`src/rtl/core/apr_pkg.sv`:
```
// Shared types, constants and helpers for the affine pixel remap engine.
`timescale 1ns / 1ps

package apr_pkg;

    // Frame geometry and store sizing
    localparam int FRAME_WIDTH  = 512;
    localparam int FRAME_HEIGHT = 512;
    localparam int STORE_DEPTH  = 262144;
    localparam int ADDR_W       = $clog2(STORE_DEPTH);

    // Field widths
    localparam int POS_W      = 9;
    localparam int PIX_W      = 32;
    localparam int COEF_W     = 19;
    localparam int OFFS_W     = 30;
    localparam int MULT_W     = COEF_W + POS_W + 1;
    localparam int SUM_W      = 32;
    localparam int FRAC_W     = 16;
    localparam int COORD_W    = SUM_W - FRAC_W;
    localparam int ENTRY_W    = ADDR_W + 1;
    localparam int REG_IDX_W  = 3;
    localparam int CFG_DATA_W = 30;

    // Q16 rounding: add one half, then truncate toward zero
    localparam logic signed [SUM_W-1:0] ROUND_HALF = SUM_W'(1 << (FRAC_W - 1));
    localparam logic signed [SUM_W-1:0] ROUND_BIAS = SUM_W'((1 << FRAC_W) - 1);

    // Command queue between front and back (power of two)
    localparam int FIFO_DEPTH = 4;
    localparam int PTR_W      = $clog2(FIFO_DEPTH);

    typedef enum logic [1:0] {
        ACT_STORE = 2'd0,
        ACT_CLEAR = 2'd1,
        ACT_MAP   = 2'd2,
        ACT_EMIT  = 2'd3
    } action_t;

    typedef enum logic [REG_IDX_W-1:0] {
        REG_COEF_XX  = 3'd0,
        REG_COEF_XY  = 3'd1,
        REG_OFFSET_X = 3'd2,
        REG_COEF_YX  = 3'd3,
        REG_COEF_YY  = 3'd4,
        REG_OFFSET_Y = 3'd5,
        REG_MODE     = 3'd6
    } reg_index_t;

    typedef enum logic [1:0] {
        CMD_PIX_WR   = 2'd0,
        CMD_MAP_WR   = 2'd1,
        CMD_EMIT     = 2'd2,
        CMD_EMIT_OFF = 2'd3
    } cmd_op_t;

    typedef enum logic [1:0] {
        BK_IDLE = 2'd0,
        BK_MAP  = 2'd1,
        BK_PIX  = 2'd2
    } back_state_t;

    typedef struct packed {
        action_t            action;
        logic [POS_W-1:0]   pos_x;
        logic [POS_W-1:0]   pos_y;
        logic [PIX_W-1:0]   pixel_value;
    } pixel_in_t;

    typedef struct packed {
        logic [PIX_W-1:0]   out_pixel;
        logic               was_mapped;
    } pixel_out_t;

    typedef struct packed {
        logic signed [COEF_W-1:0] coef_xx;
        logic signed [COEF_W-1:0] coef_xy;
        logic signed [OFFS_W-1:0] offset_x;
        logic signed [COEF_W-1:0] coef_yx;
        logic signed [COEF_W-1:0] coef_yy;
        logic signed [OFFS_W-1:0] offset_y;
        logic                     inverse;
        logic                     black;
    } cfg_t;

    localparam cfg_t CFG_RESET = '{
        coef_xx:  COEF_W'(65536),
        coef_xy:  '0,
        offset_x: '0,
        coef_yx:  '0,
        coef_yy:  COEF_W'(65536),
        offset_y: '0,
        inverse:  1'b0,
        black:    1'b0
    };

    typedef struct packed {
        cmd_op_t            op;
        logic [ADDR_W-1:0]  addr;
        logic [PIX_W-1:0]   data;
        logic               black;
    } cmd_t;

    typedef struct packed {
        logic               ok;
        logic [ADDR_W-1:0]  idx;
    } lin_t;

    // Linear store index of (x,y); ok is low when off frame or past the store
    function automatic lin_t lin_index(input logic signed [COORD_W-1:0] x,
                                       input logic signed [COORD_W-1:0] y);
        lin_t        r;
        logic [31:0] full;
        full  = 32'($unsigned(y)) * 32'(FRAME_WIDTH) + 32'($unsigned(x));
        r.ok  = (x >= 0) && (y >= 0) && (x < FRAME_WIDTH) && (y < FRAME_HEIGHT)
                && (full < 32'(STORE_DEPTH));
        r.idx = full[ADDR_W-1:0];
        return r;
    endfunction

endpackage

```
`src/rtl/core/apr_front.sv`:
```
// Front end: accepts transactions, runs the affine transform, builds back-end commands.
`timescale 1ns / 1ps

module apr_front (
    input  logic               clk,
    input  logic               rst_n,
    input  apr_pkg::pixel_in_t item,
    input  logic               item_valid,
    output logic               item_ready,
    input  apr_pkg::cfg_t      cfg,
    output apr_pkg::cmd_t      cmd,
    output logic               cmd_push,
    input  logic               cmd_full
);
    import apr_pkg::*;

    // stage 1: products and source index
    logic                       s1_valid_reg;
    action_t                    s1_action_reg;
    logic [PIX_W-1:0]           s1_pix_reg;
    lin_t                       s1_p_reg;
    logic signed [MULT_W-1:0]   m_xx_reg, m_xy_reg, m_yx_reg, m_yy_reg;

    // stage 2: Q16 sums
    logic                       s2_valid_reg;
    action_t                    s2_action_reg;
    logic [PIX_W-1:0]           s2_pix_reg;
    lin_t                       s2_p_reg;
    logic signed [SUM_W-1:0]    sum_x_reg, sum_y_reg;

    // stage 3: integer target coordinates
    logic                       s3_valid_reg;
    action_t                    s3_action_reg;
    logic [PIX_W-1:0]           s3_pix_reg;
    lin_t                       s3_p_reg;
    logic signed [COORD_W-1:0]  nx_reg, ny_reg;

    logic                       adv1, adv2, adv3, keep;
    lin_t                       p_in, q;
    logic signed [POS_W:0]      x_s, y_s;
    logic signed [SUM_W-1:0]    tx, ty;

    assign x_s  = $signed({1'b0, item.pos_x});
    assign y_s  = $signed({1'b0, item.pos_y});
    assign p_in = lin_index(COORD_W'(item.pos_x), COORD_W'(item.pos_y));

    assign adv3       = !s3_valid_reg || !keep || !cmd_full;
    assign adv2       = !s2_valid_reg || adv3;
    assign adv1       = !s1_valid_reg || adv2;
    assign item_ready = adv1;

    always_ff @(posedge clk or negedge rst_n)
    begin
        if (!rst_n)
        begin
            s1_valid_reg <= 1'b0;
            s2_valid_reg <= 1'b0;
            s3_valid_reg <= 1'b0;
        end
        else
        begin
            if (adv1)
                s1_valid_reg <= item_valid;
            if (adv2)
                s2_valid_reg <= s1_valid_reg;
            if (adv3)
                s3_valid_reg <= s2_valid_reg;
        end
    end

    always_ff @(posedge clk)
    begin
        if (adv1 && item_valid)
        begin
            s1_action_reg <= item.action;
            s1_pix_reg    <= item.pixel_value;
            s1_p_reg      <= p_in;
            m_xx_reg      <= cfg.coef_xx * x_s;
            m_xy_reg      <= cfg.coef_xy * y_s;
            m_yx_reg      <= cfg.coef_yx * x_s;
            m_yy_reg      <= cfg.coef_yy * y_s;
        end
        if (adv2 && s1_valid_reg)
        begin
            s2_action_reg <= s1_action_reg;
            s2_pix_reg    <= s1_pix_reg;
            s2_p_reg      <= s1_p_reg;
            sum_x_reg     <= SUM_W'(m_xx_reg) + SUM_W'(m_xy_reg)
                             + SUM_W'(cfg.offset_x) + ROUND_HALF;
            sum_y_reg     <= SUM_W'(m_yx_reg) + SUM_W'(m_yy_reg)
                             + SUM_W'(cfg.offset_y) + ROUND_HALF;
        end
        if (adv3 && s2_valid_reg)
        begin
            s3_action_reg <= s2_action_reg;
            s3_pix_reg    <= s2_pix_reg;
            s3_p_reg      <= s2_p_reg;
            nx_reg        <= tx[SUM_W-1:FRAC_W];
            ny_reg        <= ty[SUM_W-1:FRAC_W];
        end
    end

    // truncate toward zero: bias negative sums before the arithmetic shift
    assign tx = sum_x_reg + (sum_x_reg[SUM_W-1] ? ROUND_BIAS : '0);
    assign ty = sum_y_reg + (sum_y_reg[SUM_W-1] ? ROUND_BIAS : '0);

    assign q = lin_index(nx_reg, ny_reg);

    always_comb
    begin
        keep      = 1'b0;
        cmd.op    = CMD_PIX_WR;
        cmd.addr  = s3_p_reg.idx;
        cmd.data  = s3_pix_reg;
        cmd.black = cfg.black;
        case (s3_action_reg)
            ACT_STORE:
            begin
                keep = s3_p_reg.ok;
            end
            ACT_CLEAR:
            begin
                keep     = s3_p_reg.ok;
                cmd.op   = CMD_MAP_WR;
                cmd.data = '0;
            end
            ACT_MAP:
            begin
                keep   = s3_p_reg.ok && q.ok;
                cmd.op = CMD_MAP_WR;
                if (cfg.inverse)
                    cmd.data = PIX_W'({1'b1, q.idx});
                else
                begin
                    cmd.addr = q.idx;
                    cmd.data = PIX_W'({1'b1, s3_p_reg.idx});
                end
            end
            ACT_EMIT:
            begin
                keep   = 1'b1;
                cmd.op = s3_p_reg.ok ? CMD_EMIT : CMD_EMIT_OFF;
            end
            default:
            begin
                keep = 1'b0;
            end
        endcase
    end

    assign cmd_push = s3_valid_reg && keep && !cmd_full;

endmodule

```
`config.mk`:
```
export PLATFORM = sky130hd
export DESIGN_NAME = apr_front
export DESIGN_NICKNAME = d
export VERILOG_FILES = /design/src/rtl/core/apr_pkg.sv /design/src/rtl/core/apr_front.sv
export SDC_FILE = /design/constraint.sdc
export NUM_CORES = 2
export LEC_CHECK = 0
export BUFFER_PORTS_ARGS = -buffer_cell sky130_fd_sc_hd__buf_4
export CORE_MARGIN = 2
export CORE_UTILIZATION = 63
export CTS_BUF_LIST = sky130_fd_sc_hd__clkbuf_8 sky130_fd_sc_hd__clkbuf_16
export DETAILED_ROUTE_END_ITERATION = 7
export GPL_TIMING_DRIVEN = 0
export PLACE_DENSITY = 0.82
export SLEW_MARGIN = 20
export SYNTH_ARGS = -nofsm -noshare
export SYNTH_HDL_FRONTEND = slang
export SYNTH_SLANG_ARGS = --single-unit
```
`constraint.sdc`:
```
create_clock -name clk -period 13.8 [get_ports clk]
set_clock_uncertainty 0.05 [all_clocks]
set_input_delay 2.76 -clock clk [delete_from_list [all_inputs] [get_ports clk]]
set_output_delay 2.76 -clock clk [all_outputs]
set_load 0.02 [all_outputs]
```
* After elaboration in Yosys (flattened, before gate mapping)
Cells that the tools add are included.
Widths: inputs -> output; s select.
** Cells by class
- Equality and inequality tests :: 3
- Add/sub/neg operators :: 10
- $mul :: 4
- Magnitude comparators :: 6
- Divide/modulo/power cells :: 0
- Reductions and logical operators :: 22
- Mux-type cells :: 9
- Bitwise logic cells :: 0
- Shifts and indexed selects :: 0
** Operators with widths (count)
- $mul 19x10->29 :: 4
- $add 31x17->32 const B :: 2
- $add 32x16->32 :: 2
- $pmux 32 s2 :: 1
- $add 30x30->31 :: 2
- $add 29x29->30 :: 2
- $mux 18 :: 3
- $ge 16x1->1 const B :: 2
- $lt 16x11->1 const B :: 2
- $mux 16 :: 2
- $add 25x16->26 :: 1
- $lt 26x19->1 const B :: 1
- $add 18x9->19 :: 1
- $lt 19x19->1 const B :: 1
- $logic_and 1x1->1 :: 10
- $logic_not 1->1 :: 5
- $eq 2x2->1 const B :: 2
- $logic_or 1x1->1 :: 4
- $pmux 2 s2 :: 1
- $reduce_or 2->1 :: 2
- $pmux 1 s3 :: 1
- $eq 2x1->1 const B :: 1
- $logic_not 2->1 :: 1
- $mux 1 :: 1
** Word-level totals
- ROM bits :: 0
- Memories kept :: 0
- Bits in registers :: 374
- Output and inout port bits :: 55
- Bits in latches :: 0
- Input port bits :: 194
- Memory bits (writable) :: 0

* Logic depth before layout (Yosys ltp)
- Depth in word-level cells :: 13
- Mapped depth :: 23
- Depth with buffers taken out :: 21

* Worst setup path after synthesis
OpenSTA, ideal clock, no wires.
- Path type :: input to register
- Start point :: input cmd_full
- End point :: register m_xx_reg[0], enable pin
- Cell stages on the path :: 3
- Path slack :: 0.985 ns
- Required time :: 12.962 ns
- Arrival :: 11.977 ns
- Cells stage by stage :: and2_1 > clkbuf_1 > a41oi_1
** On the way
- Longest elaborated chain between the ends :: 5
** Ends and longest elaborated chain
- from (decl) :: line apr_front.sv:13 : input logic cmd_full
- $logic_not 1->1 :: line apr_front.sv:47 : assign adv3 = !s3_valid_reg || !keep || !cmd_full;
- $logic_or 1x1->1 :: line apr_front.sv:47
- $logic_or 1x1->1 :: line apr_front.sv:48 : assign adv2 = !s2_valid_reg || adv3;
- $logic_or 1x1->1 :: line apr_front.sv:49 : assign adv1 = !s1_valid_reg || adv2;
- $logic_and 1x1->1 :: line apr_front.sv:73 : if (adv1 && item_valid)
- to (signal assigned) :: line apr_front.sv:78 : m_xx_reg <= cfg.coef_xx * x_s;
- to (decl) :: line apr_front.sv:22 : logic signed [MULT_W-1:0] m_xx_reg, m_xy_reg, m_yx_reg, m_yy_reg;
No other way between the ends.
A chain may end at the register's enable or synchronous reset.

* Final worst setup path
- Start point :: input item[35] in the netlist's numbering
- End point :: register m_yy_reg[27] (data pin)
** On the way
- Longest elaborated chain between the ends :: 1
** Ends and longest elaborated chain
- from (decl) :: line apr_front.sv:7 : input apr_pkg::pixel_in_t item,
- $mul 19x10->29 :: line apr_front.sv:81 : m_yy_reg <= cfg.coef_yy * y_s;
- to (signal assigned) :: line apr_front.sv:81
- to (decl) :: line apr_front.sv:22
No other way between the ends.

==> flow_summary.json <==
{
  "netlist_area_sq_mm": 0.0426,
  "flow.area_growth_from_synthesis_pct": 11.1,
  "dieHeight_um": 264,
  "fin_setup_tns_ns": 0,
  "dp.final_hpwl_mm": 86.4,
  "final_core_utilization_pct": 70.6,
  "clock_tree.buffer_depth": 3,
  "postLayoutCellArea_sq_mm": 0.0473,
  "total_cts_buffers": 42,
  "max_cap_viol_count": 0,
  "worst-setup-path-type": "input pin to flip-flop",
  "min_path_type": "flip-flop to flip-flop",
  "slowest_stage": "sky130_fd_sc_hd__clkbuf_1",
  "synth_area_per_cell_sq_um": 10.5,
  "sequential_share_of_the_synthesized_area_pct": 26.1,
  "grt_setup_unrepaired": "false",
  "synthesis.nets": 5290,
  "num_rows": 95,
  "num_vias": 30300,
  "tightest_slew_ns": 1.07,
  "grt_antenna_before_repair": 7,
  "tritoncts_num_sinks": 371,
  "final-setup-viol-count": 0,
  "status": "completed",
  "post_cts_buffers": 0,
  "drtIter0Drc": 2494,
  "gr-usage-all-layers_pct": 31.4,
  "timing.critical_path.required_ns": 14.15,
  "fill_cells": 4788,
  "start_util_pct": 63.5,
  "synth_flop_cell": "sky130_fd_sc_hd__edfxtp_1",
  "finalCriticalPeriod_ns": 9.70,
  "worst_path_dominant_cell_family": "adder cells",
  "average_wire_per_standard_cell_um": 20.3,
  "yosys.cell_types.count": 72,
  "ctsResizeCount": 0,
  "die_w_um": 264,
  "ioPinCount": 249,
  "cp.buffers_inverters": 9,
  "critical-path-max-stage-delay_ns": 0.83,
  "clk_latency_ns": 0.60,
  "chain_of_cells_forming_the_critical_path": "buf_4 -> clkbuf_1 -> clkbuf_1 -> nand2_1 -> fa_1 -> inv_1 -> fa_1 -> inv_1 -> fa_1 -> inv_1 -> fa_1 -> inv_1 -> fa_1 -> inv_1 -> ha_1 -> a21oi_2 -> inv_1 -> or3_1 -> o221a_2 -> a221o_2 -> and4_4 -> o41ai_4 -> a31oi_2 -> o311ai_2",
  "design.final.nets": 5572,
  "drive_gt1_share_pct": 7.55,
  "routed_wl_mm": 107,
  "fin_crit_sh_pct": 70.3,
  "hold_viol_final": 0,
  "fp.coreArea_sq_mm": 0.0670,
  "ctsRootBufferMaster": "sky130_fd_sc_hd__clkbuf_16",
  "max_freq_ghz": 0.103,
  "grt_max_degree": 25,
  "place_worst_setup_slack_ns": 3.55,
  "setup_ws_ns": 4.10,
  "port-buffer-count": 219,
  "timing_max_transition_violations_final": 0,
  "critPathMostFrequentCell": "sky130_fd_sc_hd__inv_1",
  "first_pass_grt_wire_length_mm": 168,
  "edff_count_synth": 368,
  "yosys_register_bits": 371,
  "multi_input_comb_area_sq_mm": 0.0283,
  "first_global_vias": 31200,
  "tritoncts": "built",
  "postRouteAntennaNets": 0,
  "overflow": 0,
  "dpl_cell_area_sq_mm": 0.0459,
  "setup.worst_path.start_class": "input pin",
  "yosysWarnings": 0,
  "gpl.final_weighted_congestion": 0.952,
  "worst_slew_margin_rel_pct": 28.7,
  "clkTransAtPathRegs_ns": 0.06,
  "drt-pass1-iter-count": 6,
  "drc": 0,
  "synthesis.instances": 4052,
  "htreeDepth": 2,
  "synth-async-reset-ratio_pct": 0.809,
  "design.die.area_sq_mm": 0.0697,
  "worst-endpoint-arrival_ns": 10.05,
  "cts.hold.buffers_added": 0,
  "ff_latch_area_sq_mm": 0.0111,
  "critPathCaptureType": "flip-flop",
  "reg2reg_setup_slack_ns": 8.90,
  "viasPerCell": 5.77,
  "timing.critical_path.fanout_max": 10
}
-- layout make-up --
cell class	count	area share, %
multi-input combinational	2817	59.7
sequential	371	23.5
clock inverter	36	0.893
tap	873	2.31
antenna	5	0.0264
buffer	114	0.912
clock buffer	42	2.22
inverter	750	5.95
timing repair buffer	238	4.47
-- metal layers --
layer	GRT usage [%]	share of wire, %	up-vias
met1	40.3	39	15200
li1	-	-	13600
met3	6.49	8.2	246
met2	51.7	48	1226
met5	0	0.030	-
met4	14.3	5.1	6
-- worst paths after layout --
kind	startpoint	end	depth (start not counted)
worst max-delay path	item[35]	m_yy_reg[27]	24
worst min-delay path	s1_pix_reg[25]	s2_pix_reg[25]	0
worst max register to register	m_xx_reg[3]	sum_x_reg[31]	12
worst min register to register	s1_pix_reg[25]	s2_pix_reg[25]	0
max in group asynchronous	rst_n	s3_valid_reg	1
min in group asynchronous	rst_n	s1_valid_reg	1
-- cells by family (layout without fill, tap and decap cells) --
logic type / Yosys count / count (layout) / synth area share (%)
flops: 371 / 371 / 26.1
compound gates: 476 / 476 / 7.20
other cells: 0 / 5 / 0
buf+inv: 864 / 1180 / 7.62
xor+xnor: 200 / 200 / 4.11
mux: 29 / 29 / 0.720
simple gates: 1068 / 1068 / 12.4
fa+ha+maj: 1044 / 1044 / 41.9
-- synth_stat cells (13+ instances only) --
master / number / area [sq um]
sky130_fd_sc_hd__a211oi_1: 26 / 195
sky130_fd_sc_hd__a21o_1: 62 / 465
sky130_fd_sc_hd__a21oi_1: 144 / 721
sky130_fd_sc_hd__a31oi_1: 13 / 81.3
sky130_fd_sc_hd__and2_1: 369 / 2310
sky130_fd_sc_hd__and3_1: 13 / 81.3
sky130_fd_sc_hd__clkbuf_1: 110 / 413
sky130_fd_sc_hd__edfxtp_1: 368 / 11100
sky130_fd_sc_hd__fa_1: 635 / 12700
sky130_fd_sc_hd__ha_1: 409 / 5120
sky130_fd_sc_hd__inv_1: 750 / 2820
sky130_fd_sc_hd__mux2_2: 13 / 146
sky130_fd_sc_hd__mux2i_1: 16 / 160
sky130_fd_sc_hd__nand2_1: 441 / 1660
sky130_fd_sc_hd__nand3_1: 36 / 180
sky130_fd_sc_hd__nand4_1: 16 / 100
sky130_fd_sc_hd__nor2_1: 108 / 405
sky130_fd_sc_hd__nor2b_1: 13 / 81.3
sky130_fd_sc_hd__nor3_1: 28 / 140
sky130_fd_sc_hd__o21a_1: 22 / 165
sky130_fd_sc_hd__o21ai_0: 87 / 435
sky130_fd_sc_hd__o21ai_1: 14 / 70.1
sky130_fd_sc_hd__o21bai_1: 22 / 165
sky130_fd_sc_hd__xnor2_1: 149 / 1310
sky130_fd_sc_hd__xor2_1: 51 / 447
-- layout by cell type, fill, tap and decap left out, types with 7 or more instances in the layout --
master,count
sky130_fd_sc_hd__a211oi_1,26
sky130_fd_sc_hd__a21o_1,62
sky130_fd_sc_hd__a21oi_1,144
sky130_fd_sc_hd__a31oi_1,12
sky130_fd_sc_hd__and2_1,369
sky130_fd_sc_hd__and3_1,13
sky130_fd_sc_hd__buf_16,15
sky130_fd_sc_hd__buf_4,220
sky130_fd_sc_hd__bufinv_16,8
sky130_fd_sc_hd__clkbuf_1,110
sky130_fd_sc_hd__clkbuf_16,42
sky130_fd_sc_hd__clkinv_1,8
sky130_fd_sc_hd__edfxtp_1,368
sky130_fd_sc_hd__fa_1,635
sky130_fd_sc_hd__ha_1,409
sky130_fd_sc_hd__inv_1,758
sky130_fd_sc_hd__mux2_2,13
sky130_fd_sc_hd__mux2i_1,16
sky130_fd_sc_hd__nand2_1,441
sky130_fd_sc_hd__nand2b_1,8
sky130_fd_sc_hd__nand3_1,36
sky130_fd_sc_hd__nand4_1,16
sky130_fd_sc_hd__nor2_1,108
sky130_fd_sc_hd__nor2b_1,13
sky130_fd_sc_hd__nor3_1,28
sky130_fd_sc_hd__o211ai_1,10
sky130_fd_sc_hd__o21a_1,22
sky130_fd_sc_hd__o21ai_0,87
sky130_fd_sc_hd__o21ai_1,14
sky130_fd_sc_hd__o21bai_1,22
sky130_fd_sc_hd__o31ai_1,7
sky130_fd_sc_hd__xnor2_1,149
sky130_fd_sc_hd__xor2_1,51
-- metrics by stage --
stage,hold slack (ns),cells
finish,0.365,5246
global route,0.370,5243
CTS,0.366,5241
detailed placement,0.355,5163
global placement,0.350,5144
floorplan,0.350,4052
Power is left out: the tool's default activity adds up to more than one toggle a clock period on the data nets, which glitch-free logic cannot reach.
