<file path="src/rtl/core/apr_pkg.sv">
// Shared types, constants and helpers for the affine pixel remap engine.
`timescale 1ns / 1ps

package apr_pkg;

    // Frame geometry and store sizing
    localparam int FRAME_WIDTH  = 512;
    localparam int FRAME_HEIGHT = 512;
    localparam int STORE_DEPTH  = 262144;
    localparam int ADDR_W       = $clog2(STORE_DEPTH);

    // Field widths
    localparam int POS_W      = 9;
    localparam int PIX_W      = 32;
    localparam int COEF_W     = 19;
    localparam int OFFS_W     = 30;
    localparam int MULT_W     = COEF_W + POS_W + 1;
    localparam int SUM_W      = 32;
    localparam int FRAC_W     = 16;
    localparam int COORD_W    = SUM_W - FRAC_W;
    localparam int ENTRY_W    = ADDR_W + 1;
    localparam int REG_IDX_W  = 3;
    localparam int CFG_DATA_W = 30;

    // Q16 rounding: add one half, then truncate toward zero
    localparam logic signed [SUM_W-1:0] ROUND_HALF = SUM_W'(1 << (FRAC_W - 1));
    localparam logic signed [SUM_W-1:0] ROUND_BIAS = SUM_W'((1 << FRAC_W) - 1);

    // Command queue between front and back (power of two)
    localparam int FIFO_DEPTH = 4;
    localparam int PTR_W      = $clog2(FIFO_DEPTH);

    typedef enum logic [1:0] {
        ACT_STORE = 2'd0,
        ACT_CLEAR = 2'd1,
        ACT_MAP   = 2'd2,
        ACT_EMIT  = 2'd3
    } action_t;

    typedef enum logic [REG_IDX_W-1:0] {
        REG_COEF_XX  = 3'd0,
        REG_COEF_XY  = 3'd1,
        REG_OFFSET_X = 3'd2,
        REG_COEF_YX  = 3'd3,
        REG_COEF_YY  = 3'd4,
        REG_OFFSET_Y = 3'd5,
        REG_MODE     = 3'd6
    } reg_index_t;

    typedef enum logic [1:0] {
        CMD_PIX_WR   = 2'd0,
        CMD_MAP_WR   = 2'd1,
        CMD_EMIT     = 2'd2,
        CMD_EMIT_OFF = 2'd3
    } cmd_op_t;

    typedef enum logic [1:0] {
        BK_IDLE = 2'd0,
        BK_MAP  = 2'd1,
        BK_PIX  = 2'd2
    } back_state_t;

    typedef struct packed {
        action_t            action;
        logic [POS_W-1:0]   pos_x;
        logic [POS_W-1:0]   pos_y;
        logic [PIX_W-1:0]   pixel_value;
    } pixel_in_t;

    typedef struct packed {
        logic [PIX_W-1:0]   out_pixel;
        logic               was_mapped;
    } pixel_out_t;

    typedef struct packed {
        logic signed [COEF_W-1:0] coef_xx;
        logic signed [COEF_W-1:0] coef_xy;
        logic signed [OFFS_W-1:0] offset_x;
        logic signed [COEF_W-1:0] coef_yx;
        logic signed [COEF_W-1:0] coef_yy;
        logic signed [OFFS_W-1:0] offset_y;
        logic                     inverse;
        logic                     black;
    } cfg_t;

    localparam cfg_t CFG_RESET = '{
        coef_xx:  COEF_W'(65536),
        coef_xy:  '0,
        offset_x: '0,
        coef_yx:  '0,
        coef_yy:  COEF_W'(65536),
        offset_y: '0,
        inverse:  1'b0,
        black:    1'b0
    };

    typedef struct packed {
        cmd_op_t            op;
        logic [ADDR_W-1:0]  addr;
        logic [PIX_W-1:0]   data;
        logic               black;
    } cmd_t;

    typedef struct packed {
        logic               ok;
        logic [ADDR_W-1:0]  idx;
    } lin_t;

    // Linear store index of (x,y); ok is low when off frame or past the store
    function automatic lin_t lin_index(input logic signed [COORD_W-1:0] x,
                                       input logic signed [COORD_W-1:0] y);
        lin_t        r;
        logic [31:0] full;
        full  = 32'($unsigned(y)) * 32'(FRAME_WIDTH) + 32'($unsigned(x));
        r.ok  = (x >= 0) && (y >= 0) && (x < FRAME_WIDTH) && (y < FRAME_HEIGHT)
                && (full < 32'(STORE_DEPTH));
        r.idx = full[ADDR_W-1:0];
        return r;
    endfunction

endpackage

</file>
<file path="src/rtl/core/apr_cmd_fifo.sv">
// Small command queue that decouples the front end from the back end.
`timescale 1ns / 1ps

module apr_cmd_fifo (
    input  logic          clk,
    input  logic          rst_n,
    input  logic          push,
    input  apr_pkg::cmd_t push_data,
    output logic          full,
    input  logic          pop,
    output apr_pkg::cmd_t pop_data,
    output logic          not_empty
);
    import apr_pkg::*;

    cmd_t               mem_reg [FIFO_DEPTH];
    logic [PTR_W-1:0]   wr_ptr_reg, rd_ptr_reg;
    logic [PTR_W:0]     count_reg;

    assign full      = (count_reg == (PTR_W + 1)'(FIFO_DEPTH));
    assign not_empty = (count_reg != '0);
    assign pop_data  = mem_reg[rd_ptr_reg];

    always_ff @(posedge clk or negedge rst_n)
    begin
        if (!rst_n)
        begin
            wr_ptr_reg <= '0;
            rd_ptr_reg <= '0;
            count_reg  <= '0;
        end
        else
        begin
            if (push)
                wr_ptr_reg <= wr_ptr_reg + 1'b1;
            if (pop)
                rd_ptr_reg <= rd_ptr_reg + 1'b1;
            case ({push, pop})
                2'b10:   count_reg <= count_reg + 1'b1;
                2'b01:   count_reg <= count_reg - 1'b1;
                default: count_reg <= count_reg;
            endcase
        end
    end

    always_ff @(posedge clk)
    begin
        if (push)
            mem_reg[wr_ptr_reg] <= push_data;
    end

endmodule

</file>
<file path="config.mk">
export PLATFORM = sky130hd
export DESIGN_NAME = apr_cmd_fifo
export DESIGN_NICKNAME = d
export VERILOG_FILES = /design/src/rtl/core/apr_pkg.sv /design/src/rtl/core/apr_cmd_fifo.sv
export SDC_FILE = /design/constraint.sdc
export NUM_CORES = 1
export LEC_CHECK = 0
export BUFFER_PORTS_ARGS = -buffer_cell sky130_fd_sc_hd__buf_4
export CORE_ASPECT_RATIO = 2
export CORE_MARGIN = 2
export CORE_UTILIZATION = 40
export DETAILED_ROUTE_END_ITERATION = 10
export HOLD_SLACK_MARGIN = 0.08
export PLACE_DENSITY_LB_ADDON = 0.2
export SYNTH_ARGS = -nofsm -noshare
export SYNTH_HDL_FRONTEND = slang
export SYNTH_SLANG_ARGS = --single-unit
</file>
<file path="constraint.sdc">
create_clock -name clk -period 2.5 [get_ports clk]
set_input_delay 0.75 -clock clk [delete_from_list [all_inputs] [get_ports clk]]
set_output_delay 0.75 -clock clk [all_outputs]
set_load 0.01 [all_outputs]
</file>
# Yosys cells after proc, flatten, opt, wreduce, memory -nomap -nowiden
# Memories as Yosys holds them, arrays and structs flattened.
# Cells that the tools add are included.
# word_totals
register_bits	7
n_memories	1
in_bits	57
output_inout_bits	55
latchBits	0
romBits	0
mem_bits_rw	212
elab_cells	16
# memory_table
name	words	word_bits	read_ports	rd_ports_with_merged_regs	wr	line_no	rtl
mem_reg	4	53	1	0	1	apr_cmd_fifo.sv:16	cmd_t mem_reg [FIFO_DEPTH];
# classes
bitwise_logic	0
n_mux	3
n_eq_ne	3
n_lt_le_gt_ge	0
n_reduce_logical	2
shift	0
mul	0
n_addsub	4
div_mod_pow	0
# op_table
operator	count
3-bit case mux with 2 select lines	1
2-bit by 1-bit adder with 2-bit output, second input constant	2
3-bit by 1-bit adder with 3-bit output, second input constant	1
3-bit equality test, second input constant	1
3-bit nonzero test	1
3-bit by 1-bit subtractor with 3-bit output, second input constant	1
2-bit by 1-bit equality test with 1-bit output, second input constant	1
2-bit equality test, second input constant	1
1-bit 2-to-1 mux	2
2-bit nonzero test	1

# Logic depth before layout (Yosys ltp)
# Gate-level depths: netlist (run 1).
# logic_depth
word_depth	2
depth_mapped	6
depth_no_buf	6

# Worst setup path after synthesis (run 1)
# Ideal clock, no wire load.
# synth_timing
path_type	input-to-reg
start	in push
end	mem mem_reg[1][0] in the netlist's numbering (enable)
path_stages	1
n_path_buf	0
required_ns	2.084
arrival_time_ns	2.010
slack_ns	0.074
setup_time_ns	0.416
path_cell_list	and2_1
# synth_between
elab_chain_cells	2
# synth_lines
element	line_no	rtl
from (decl)	apr_cmd_fifo.sv:7	input logic push,
1-bit 2-to-1 mux	apr_cmd_fifo.sv:48	if (push)
1-bit 2-to-1 mux (implied by the code)	apr_cmd_fifo.sv:49	mem_reg[wr_ptr_reg] <= push_data;
to (decl)	apr_cmd_fifo.sv:16	
# No other way between the ends.

==> results.md, run 1 <==
Global routing:
- For met3 alone, demand over resource in global routing was 2.819%.
- Summed over all layers, the global routing overflow is 0.
- The global-route wire length before repair is 23,120 um.
- The total global routing track utilization is 14.14%.
- The layer flagged by global routing as most heavily used is met2.
- For this run, global-route usage on met2 was measured as 27.26%.
- The via count of the first global-routing pass is 4,185.
- The initial antenna violation count is 0.
- The met1 usage is 15.57%.
- Entering global routing, the biggest net connects 35 pins.

Outcome:
- The flow ran to the end, but the final reports show violations.
- The final reports fail on setup timing.

CTS:
- The source-to-sink clock delay at the later pin of the worst-skew pair is 0.49 ns.
- The register clock-pin slew on the reported worst setup and hold paths is roughly 0.070 ns.
- The number of clock buffers added by TritonCTS is 20.
- Counting along the longest clock path gives a buffer depth of 3.
- The deepest level of the CTS H-tree is 1.
- For this design, the sink count on the clock tree is approximately 220.
- The root buffer cell chosen for the clock tree is clkbuf_16.
- TritonCTS built the clock tree.

Worst setup path:
- The endpoint of the worst register-to-register path is mem_reg[2][2].
- STA classifies the critical path startpoint as a flip-flop.
- In this run the worst path has a maximum fanout of 28.
- The worst setup slack for register-to-register paths is 0.87 ns.
- The kind of end point of the critical path is an output pin.
- STA puts the critical path data required time at about 1.8 ns.
- For the worst setup path, the data arrival time is slightly below 2 ns.
- The startpoint identified for the worst register-to-register timing path is wr_ptr_reg[0].
- By startpoint and endpoint, the worst setup path is classified as reg2out.
- The most critical setup path has its startpoint at rd_ptr_reg[0].
- The number of cell instances on the worst register-to-register path is 4.
- The critical path ends at pop_data[42].

Power:
- In this run, the combinational gates consume 33.8% of the power.
- The total power after layout is 12.07 mW.
- The power dissipated by switching net loads is 3.267 mW.
- The internal power consumption is 8.799 mW.
- The power density over cell area is 1189 nW/um^2.
- The maximum ir drop on the vdd rail is 0.7701 mV.
- The clock share of power is between 20% and 30%.
- The power share of the sequential group is 41.7%.
- In this run the static leakage power is 3.499 nW.
- The switching portion of total power is 27.07%.

Logic synthesis:
- The number of nets produced by synthesis is 373.
- Summing the areas of all fa, ha and maj instances in the mapped netlist gives 1.019% of the synthesized area.
- In this run the cell area of the synthesized design comes to 8108 um^2.
- The sequential area share after synthesis is 80.68%.
- The area share of the largest cell type after synthesis is between 70 and 80%.
- The biggest area contributor in the post-synthesis netlist is edfxtp_1.
- Dividing the synthesized area by the synthesized cell count gives 26.15 um^2.
- By area, the combinational part of the netlist is dominated by multiplexers.
- The register bit count reported by yosys is between 200 and 250.
- The unique cell type count in the Yosys netlist is 19.
- The simple-gate area share of the yosys netlist is 0.6173%.
- The mux cell area share after synthesis is 15.09%.
- By area the synthesized netlist is led by edfxtp_1, mux4_2, dfrtp_1.
- After Yosys synthesis, XOR and XNOR cells account for 0.6481% of the synthesized area.
- The synthesized netlist devotes 0.06173% of its cell area to compound gates.
- The cell count after synthesis came out at 310.
- The Yosys step of the flow raised 0 warnings.

Finish:
- The flip-flop count of the largest register after layout is 212.
- The end-of-flow core utilization is 50.97%.
- 0 antenna diodes ended up in the layout.
- Summing all multi-input logic gate instances after layout gives around 1400 um^2.
- The relative area change from synthesis to final layout is 25.18%.
- In the final design database the tool counted 513 nets.
- The fraction of layout instances using a drive strength above 1 is 46.64%.
- Across the whole layout, storage elements account for 6546 um^2.
- The count of filler cells inserted in the layout is 1,651.

STA:
- Setup violations remaining at the end of the flow were counted as 53.
- The shortest period the worst path allows is 2.699 ns.
- Setup slack on the critical path of the routed design comes to -0.1993 ns.
- The final-layout setup total negative slack is -7.949 ns.
- The number of pins with negative max-slew slack in the final report came to 0.
- The number of hold violations in the final report is 0.
- Setup repair after global routing could not meet its margin everywhere.
- The fmax is 0.3705 GHz.
- The worst-case clock skew is between 0.01 and 0.015 ns.
- The actual transition at the worst max-transition pin is 0.4985 ns.
- The portion of the clock cycle consumed by the worst path in the final layout is 108.0%.
- The relative slew slack is 66.76%.

Place:
- Once detailed placement completed, the half-perimeter wirelength came to 9190 um.
- The congestion estimate from routability-driven global placement came to a little under 0.7.
- The quantity of I/O buffers inserted on ports is 111.
- Prior to clock tree synthesis, the placed netlist has a worst setup slack of 0.2840 ns.

Detailed routing:
- In this run, the number of DRC markers left after iteration 0 of detailed routing was approximately 170.
- The first TritonRoute pass finished after 4 iterations.
- In the final routed layout, each cell accounts on average for 21.17 um.
- After detailed routing, the number of vias per cell comes to between 4 and 5.
- The total number of vias is about 3,600.
- Wires add up to 15,310 um.
- The number of remaining DRC errors is 0.
- Once detail routing completed, the nets flagged for antenna violations numbered 0.

Floorplanning:
- The die covers about 21,000 um^2.
- The floorplan core area is 19,910 um^2.
- The floorplan row count is 73.
- The I/O pin count is approximately 110.
- From left edge to right edge, the die measures 104.7 um.
- The height of the chip is roughly 200 um.
- For this configuration, the core starts out at a cell density of about two fifths.

Worst hold path:
- The cell count of the worst hold path is 1.
- The min-delay analysis places its worst path in the category in2reg.
- The launch point of the worst hold path is push_data[50].

Run:
- The count of max-cap constraint violations is 0.
==> routing by layer <==
layer	up-vias	share of wire (%)
li1	1587	-
met1	1882	36
met2	92	57
met3	22	4.9
met4	0	1.8
met5	-	0
==> layout make-up <==
cell class                 count  area share, %
inverter                       3         0.1109
sequential                   219          64.50
multi-input combinational     76          13.79
timing repair buffer         130          12.17
tap                          262          3.230
clock inverter                 7         0.8383
clock buffer                  26          5.362
==> cell families after synthesis <==
group / count (synthesis)
DFF: 219
muxes: 54
buffers and inverters: 15
and+or+nand+nor: 9
xor gates and xnor gates: 6
adders and majority gates: 6
AOI/OAI and AO/OA: 1
==> stage by stage <==
stage               hold slack, ns  instance area [um^2]  std cells
floorplan                   0.4471                  8108        310
global placement            0.4670                  9310        684
detailed placement          0.4702                  9310        684
CTS                         0.4443                 10040        718
global route                0.4411                 10150        723
finish                      0.4625                 10150        723
==> cells in the mapped netlist, drive strengths merged <==
library cell	n
xnor2	3
inv	3
buf	12
nor3b	1
edfxtp	212
mux2	1
nor2	1
dfrtp	7
o21ai	1
fa	1
or3	1
ha	5
nand2	2
and2	4
xor2	3
mux4	53
==> cells in the final DEF, fill, tap and decap left out, types with 2 or more instances in the layout <==
master | Yosys | final
clkinv_2 | 0 | 2
nand2_1 | 2 | 2
buf_12 | 5 | 8
xnor2_1 | 3 | 3
and2_2 | 0 | 4
ha_1 | 5 | 5
xor2_1 | 3 | 3
clkinv_1 | 0 | 2
edfxtp_1 | 212 | 212
buf_4 | 0 | 91
clkbuf_16 | 0 | 23
inv_1 | 3 | 3
bufinv_16 | 0 | 2
buf_6 | 1 | 27
clkbuf_1 | 0 | 5
dfrtp_1 | 7 | 5
mux4_2 | 48 | 53
==> critical path, cell delays in order, from the launching register on <==
cell	delay (ns)
dfrtp_4	0.46
buf_12	0.26
mux4_2	0.56
buf_4	0.16
==> repair_timing <==
item / in CTS / in global routing
resized for setup: 25 / 10
endpoints found under the setup margin: 53 / 53
setup buffers: 0 / 2
pin swaps: 0 / 0
endpoints found under the hold margin: 7 / 0
cloned: 0 / 3
hold buffers: 1 / 0
==> power groups by stage <==
stage | registers, mW | clock network, mW | logic, mW
global placement | 5.06 | 0 | 3.72
CTS | 5.05 | 3.03 | 3.95
floorplan | 5.02 | 0 | 2.25
global route | 5.11 | 3.19 | 4.39
finish | 5.04 | 2.95 | 4.08
detailed placement | 5.12 | 0 | 3.74
==> worst min-delay path by stage <==
stage,to
6_report,mem_reg[1][50]
5_1_grt,mem_reg[1][50]
4_1_cts,rd_ptr_reg[0]
3_5_place_dp,count_reg[2]
3_3_place_gp,count_reg[2]
2_1_floorplan,count_reg[0]
Note: power is estimated with default switching activity, not from simulation.
==> run 2, diff against run 1 <==
--- a/config.mk
+++ b/config.mk
@@ -11,7 +11,8 @@
 export CORE_UTILIZATION = 40
 export DETAILED_ROUTE_END_ITERATION = 10
 export HOLD_SLACK_MARGIN = 0.08
-export PLACE_DENSITY_LB_ADDON = 0.2
+export SETUP_SLACK_MARGIN = 0.15
+export SLEW_MARGIN = 20
 export SYNTH_ARGS = -nofsm -noshare
 export SYNTH_HDL_FRONTEND = slang
 export SYNTH_SLANG_ARGS = --single-unit
==> run 2 against run 1 <==
Net effect: the flow still finishes with violations (setup timing); core utilization rose by 0.94 points; clock skew rose by 0.012 ns; worst hold slack got worse by 0.012 ns; first-iteration DRC count fell by 8.3%; die area did not move; sequential share of layout area fell by 1.2 points; sequential power fell by 0.8%; flip-flop and latch count did not move; count of clock-buffer cells in the layout fell by 3; register-to-register slack improved by 0.04 ns; clock power rose by 2%; largest power group unchanged.
==> results.md, run 2 (synthesis results as in run 1) <==
Outcome:
- The run finished, with violations left.
- The checks that failed: setup timing.

Global routing:
- The via count of the first global-routing pass is 4,114 (-1.7%).
- The initial antenna violation count came to 0 (unchanged).
- The global-route wire length before repair was 23,450 um (+1.5%).
- The total global routing track utilization is 14.44% (+0.30 points).
- The residual overflow from global routing was 0 (unchanged).
- The maximum number of pins on one net before global-route repair was 39 (+11%).

Worst setup path:
- The kind of critical path is reg2out.
- The data arrival time of the worst path was 1.94 ns (about the same).
- The kind of end point of the critical path is an output pin.
- STA classifies the critical path startpoint as a flip-flop.
- The top fanout value on the critical path is 7 (-75%).
- The worst register-to-register path ends at mem_reg[2][27].
- The critical path ends at pop_data[22].
- The source of the critical timing path is rd_ptr_reg[0].
- In this run the critical register-to-register path is launched from wr_ptr_reg[0].
- The number of cell instances on the worst register-to-register path is 4 (unchanged).
- The worst setup slack for register-to-register paths was 0.91 ns (+0.04 ns).
- The data required time of the worst path is 1.75 ns (about the same).

Finish:
- The flip-flop count of the largest register after layout was 212 (unchanged).
- The relative area change from synthesis to final layout is 27.50%.
- The final net count was 523 (+1.9%).
- In the layout the commonest cells are edfxtp_1, buf_4, buf_6.
- The number of antenna diodes came to 0 (unchanged).
- The library cell used most frequently in the layout, excluding fill and tap cells, is edfxtp_1.
- The fraction of layout instances using a drive strength above 1 was 47.98% (+1.3 points).

CTS:
- The number of CTS-inserted buffers is 21 (+5.0%).
- The deepest level of the CTS H-tree was 1 (unchanged).
- The CTS tree is done.
- The source-to-sink clock delay at the later pin of the worst-skew pair was 0.49 ns (about the same).
- The number of buffers on the longest clock path is 3 (unchanged).
- The register clock-pin slew on the reported worst setup and hold paths is 0.07 ns (about the same).
- The cell sitting at the root of the clock tree is a clkbuf_16.
- The total clock sinks was 219 (unchanged).

Power:
- The power density over cell area is 1207 nW/um^2 (+1.6%).
- The standby leakage power was 3.586 nW (+2.5%).
- The internal power consumption is 9.078 mW (+3.2%).
- The power dissipated by switching net loads was 3.403 mW (+4.2%).
- The maximum ir drop on the vdd rail is 0.6994 mV (-9.2%).
- The power share of the sequential group is 40.1% (-1.6 points).
- The switching portion of total power came to 27.26% (+0.19 points).
- The combinational fraction of design power was 35.8% (+2.0 points).
- The clock share of power came to 24.2% (-0.3 points).

Floorplanning:
- The effective utilization at floorplan is 40.72% (unchanged).
- The floorplan row count is 73 (unchanged).
- The height of the chip is 205.3 um (unchanged).
- The floorplan core area is 19,910 um^2 (unchanged).
- The die area came to 21,490 um^2 (unchanged).
- The die boundary width is 104.7 um (unchanged).
- The I/O pin count is 112 (unchanged).

Detailed routing:
- The number of remaining DRC errors is 0 (unchanged).
- The mean routed wirelength per cell is 20.75 um (-2.0%).
- The total number of vias is 3,631 (+1.3%).
- The first-pass iteration count of the detailed router came to 4 (unchanged).
- The total wire length is 15,210 um (-0.61%).
- The initial detailed-routing violation count was 154 (-8.3%).
- The via-per-instance ratio came to 4.954 (about the same).
- The count of antenna-violating nets left after detailed routing is 0 (unchanged).

STA:
- The shortest period the worst path allows is 2.694 ns (-0.005699 ns).
- The worst-case clock skew is 0.02249 ns (+0.01218 ns).
- The fmax is 0.3713 GHz (+0.21%).
- The hold slack was 0.4507 ns (-0.01181 ns).
- The actual transition at the worst max-transition pin is 0.4616 ns (-0.03693 ns).
- The relative slew slack is 69.23% (+2.5 points).
- The final setup violation count is 52 (-1.9%).
- The number of hold violations in the final report is 0 (unchanged).
- The final worst slack is -0.1936 ns (+0.005699 ns).
- Setup repair after global routing could not meet its margin everywhere.
- The portion of the clock cycle consumed by the worst path in the final layout came to 107.7% (-0.23 points).
- The number of pins with negative max-slew slack in the final report is 0 (unchanged).

Place:
- The quantity of I/O buffers inserted on ports is 111 (unchanged).
- The half-perimeter wire length of the detailed placement result was 9306 um (+1.3%).
- The pre-CTS worst setup slack is 0.1477 ns (-0.1363 ns).
- The weighted congestion reported at the end of routability-driven placement is 0.7015 (+0.79%).

Run:
- The count of max-cap constraint violations is 0 (unchanged).

Worst hold path:
- The class of the worst hold path is in2reg.
- The worst hold path begins at push_data[41].
-- run 2: cell types whose count changed in the layout (fill, tap and decap cells not counted), moves of 2 or more --
cell / before / now
buf_6: 27 / 56
buf_4: 91 / 73
buf_12: 8 / 4
buf_16: 1 / 4
clkbuf_1: 5 / 2
clkbuf_16: 23 / 21
-- run 2: cell type report --
cell class                 count  area [um^2]
clock inverter                11        121.4
tap                          262        327.8
sequential                   219         6546
timing repair buffer         139         1394
fill                        1623         9574
inverter                       3        11.26
multi-input combinational     76         1404
clock buffer                  23        533.0
-- run 2: power by group through the flow --
stage	Clock [mW]	Combinational (mW)	Sequential (mW)
4_1_cts	3.11	4.60	5.01
3_3_place_gp	0	3.66	5.10
6_report	3.02	4.46	5.00
5_1_grt	3.26	4.77	5.06
3_5_place_dp	0	3.69	5.15
2_1_floorplan	0	2.26	5.00
-- run 2: through the flow --
| step | setup TNS, ns | area (um^2) | std cells | util [%] | total power, mW |
|---|---|---|---|---|---|
| CTS | -8.880 | 10340 | 733 | 51.92 | 12.72 |
| finish | -7.545 | 10340 | 733 | 51.92 | 12.48 |
| global route | -10.47 | 10340 | 733 | 51.92 | 13.09 |
| global placement | 0 | 9293 | 685 | 46.67 | 8.769 |
| detailed placement | 0 | 9293 | 685 | 46.67 | 8.843 |
| floorplan | 0 | 8113 | 310 | - | 7.256 |
-- run 2: how the worst min path moves through the flow --
stage,to,slack (ns),cells past startpoint
2_1_floorplan,count_reg[0],0.45,0
3_3_place_gp,count_reg[2],0.47,1
3_5_place_dp,count_reg[2],0.48,1
4_1_cts,mem_reg[1][41],0.43,1
5_1_grt,mem_reg[1][34],0.44,1
6_report,mem_reg[1][41],0.45,1
-- run 2: routing by layer --
layer | vias up | track usage [%] | wire [um]
li1 | 1616 | - | -
met1 | 1904 | 16.06 | 5551
met2 | 87 | 27.73 | 8658
met5 | - | 0 | 0
met4 | 0 | 4.667 | 364
met3 | 24 | 2.502 | 638
-- run 2: timing repair --
item                                    CTS  global route
setup buffers                            10             0
resized for setup                        66             0
hold buffers                              1             0
endpoints found under the setup margin   53            53
cloned                                    3             0
endpoints found under the hold margin     7             0
-- run 2: critical path, stage by stage, from the launching register on --
cell and delay [ns]:
dfrtp_4 0.46, buf_12 0.15, buf_16 0.14, mux4_2 0.54, buf_6 0.15
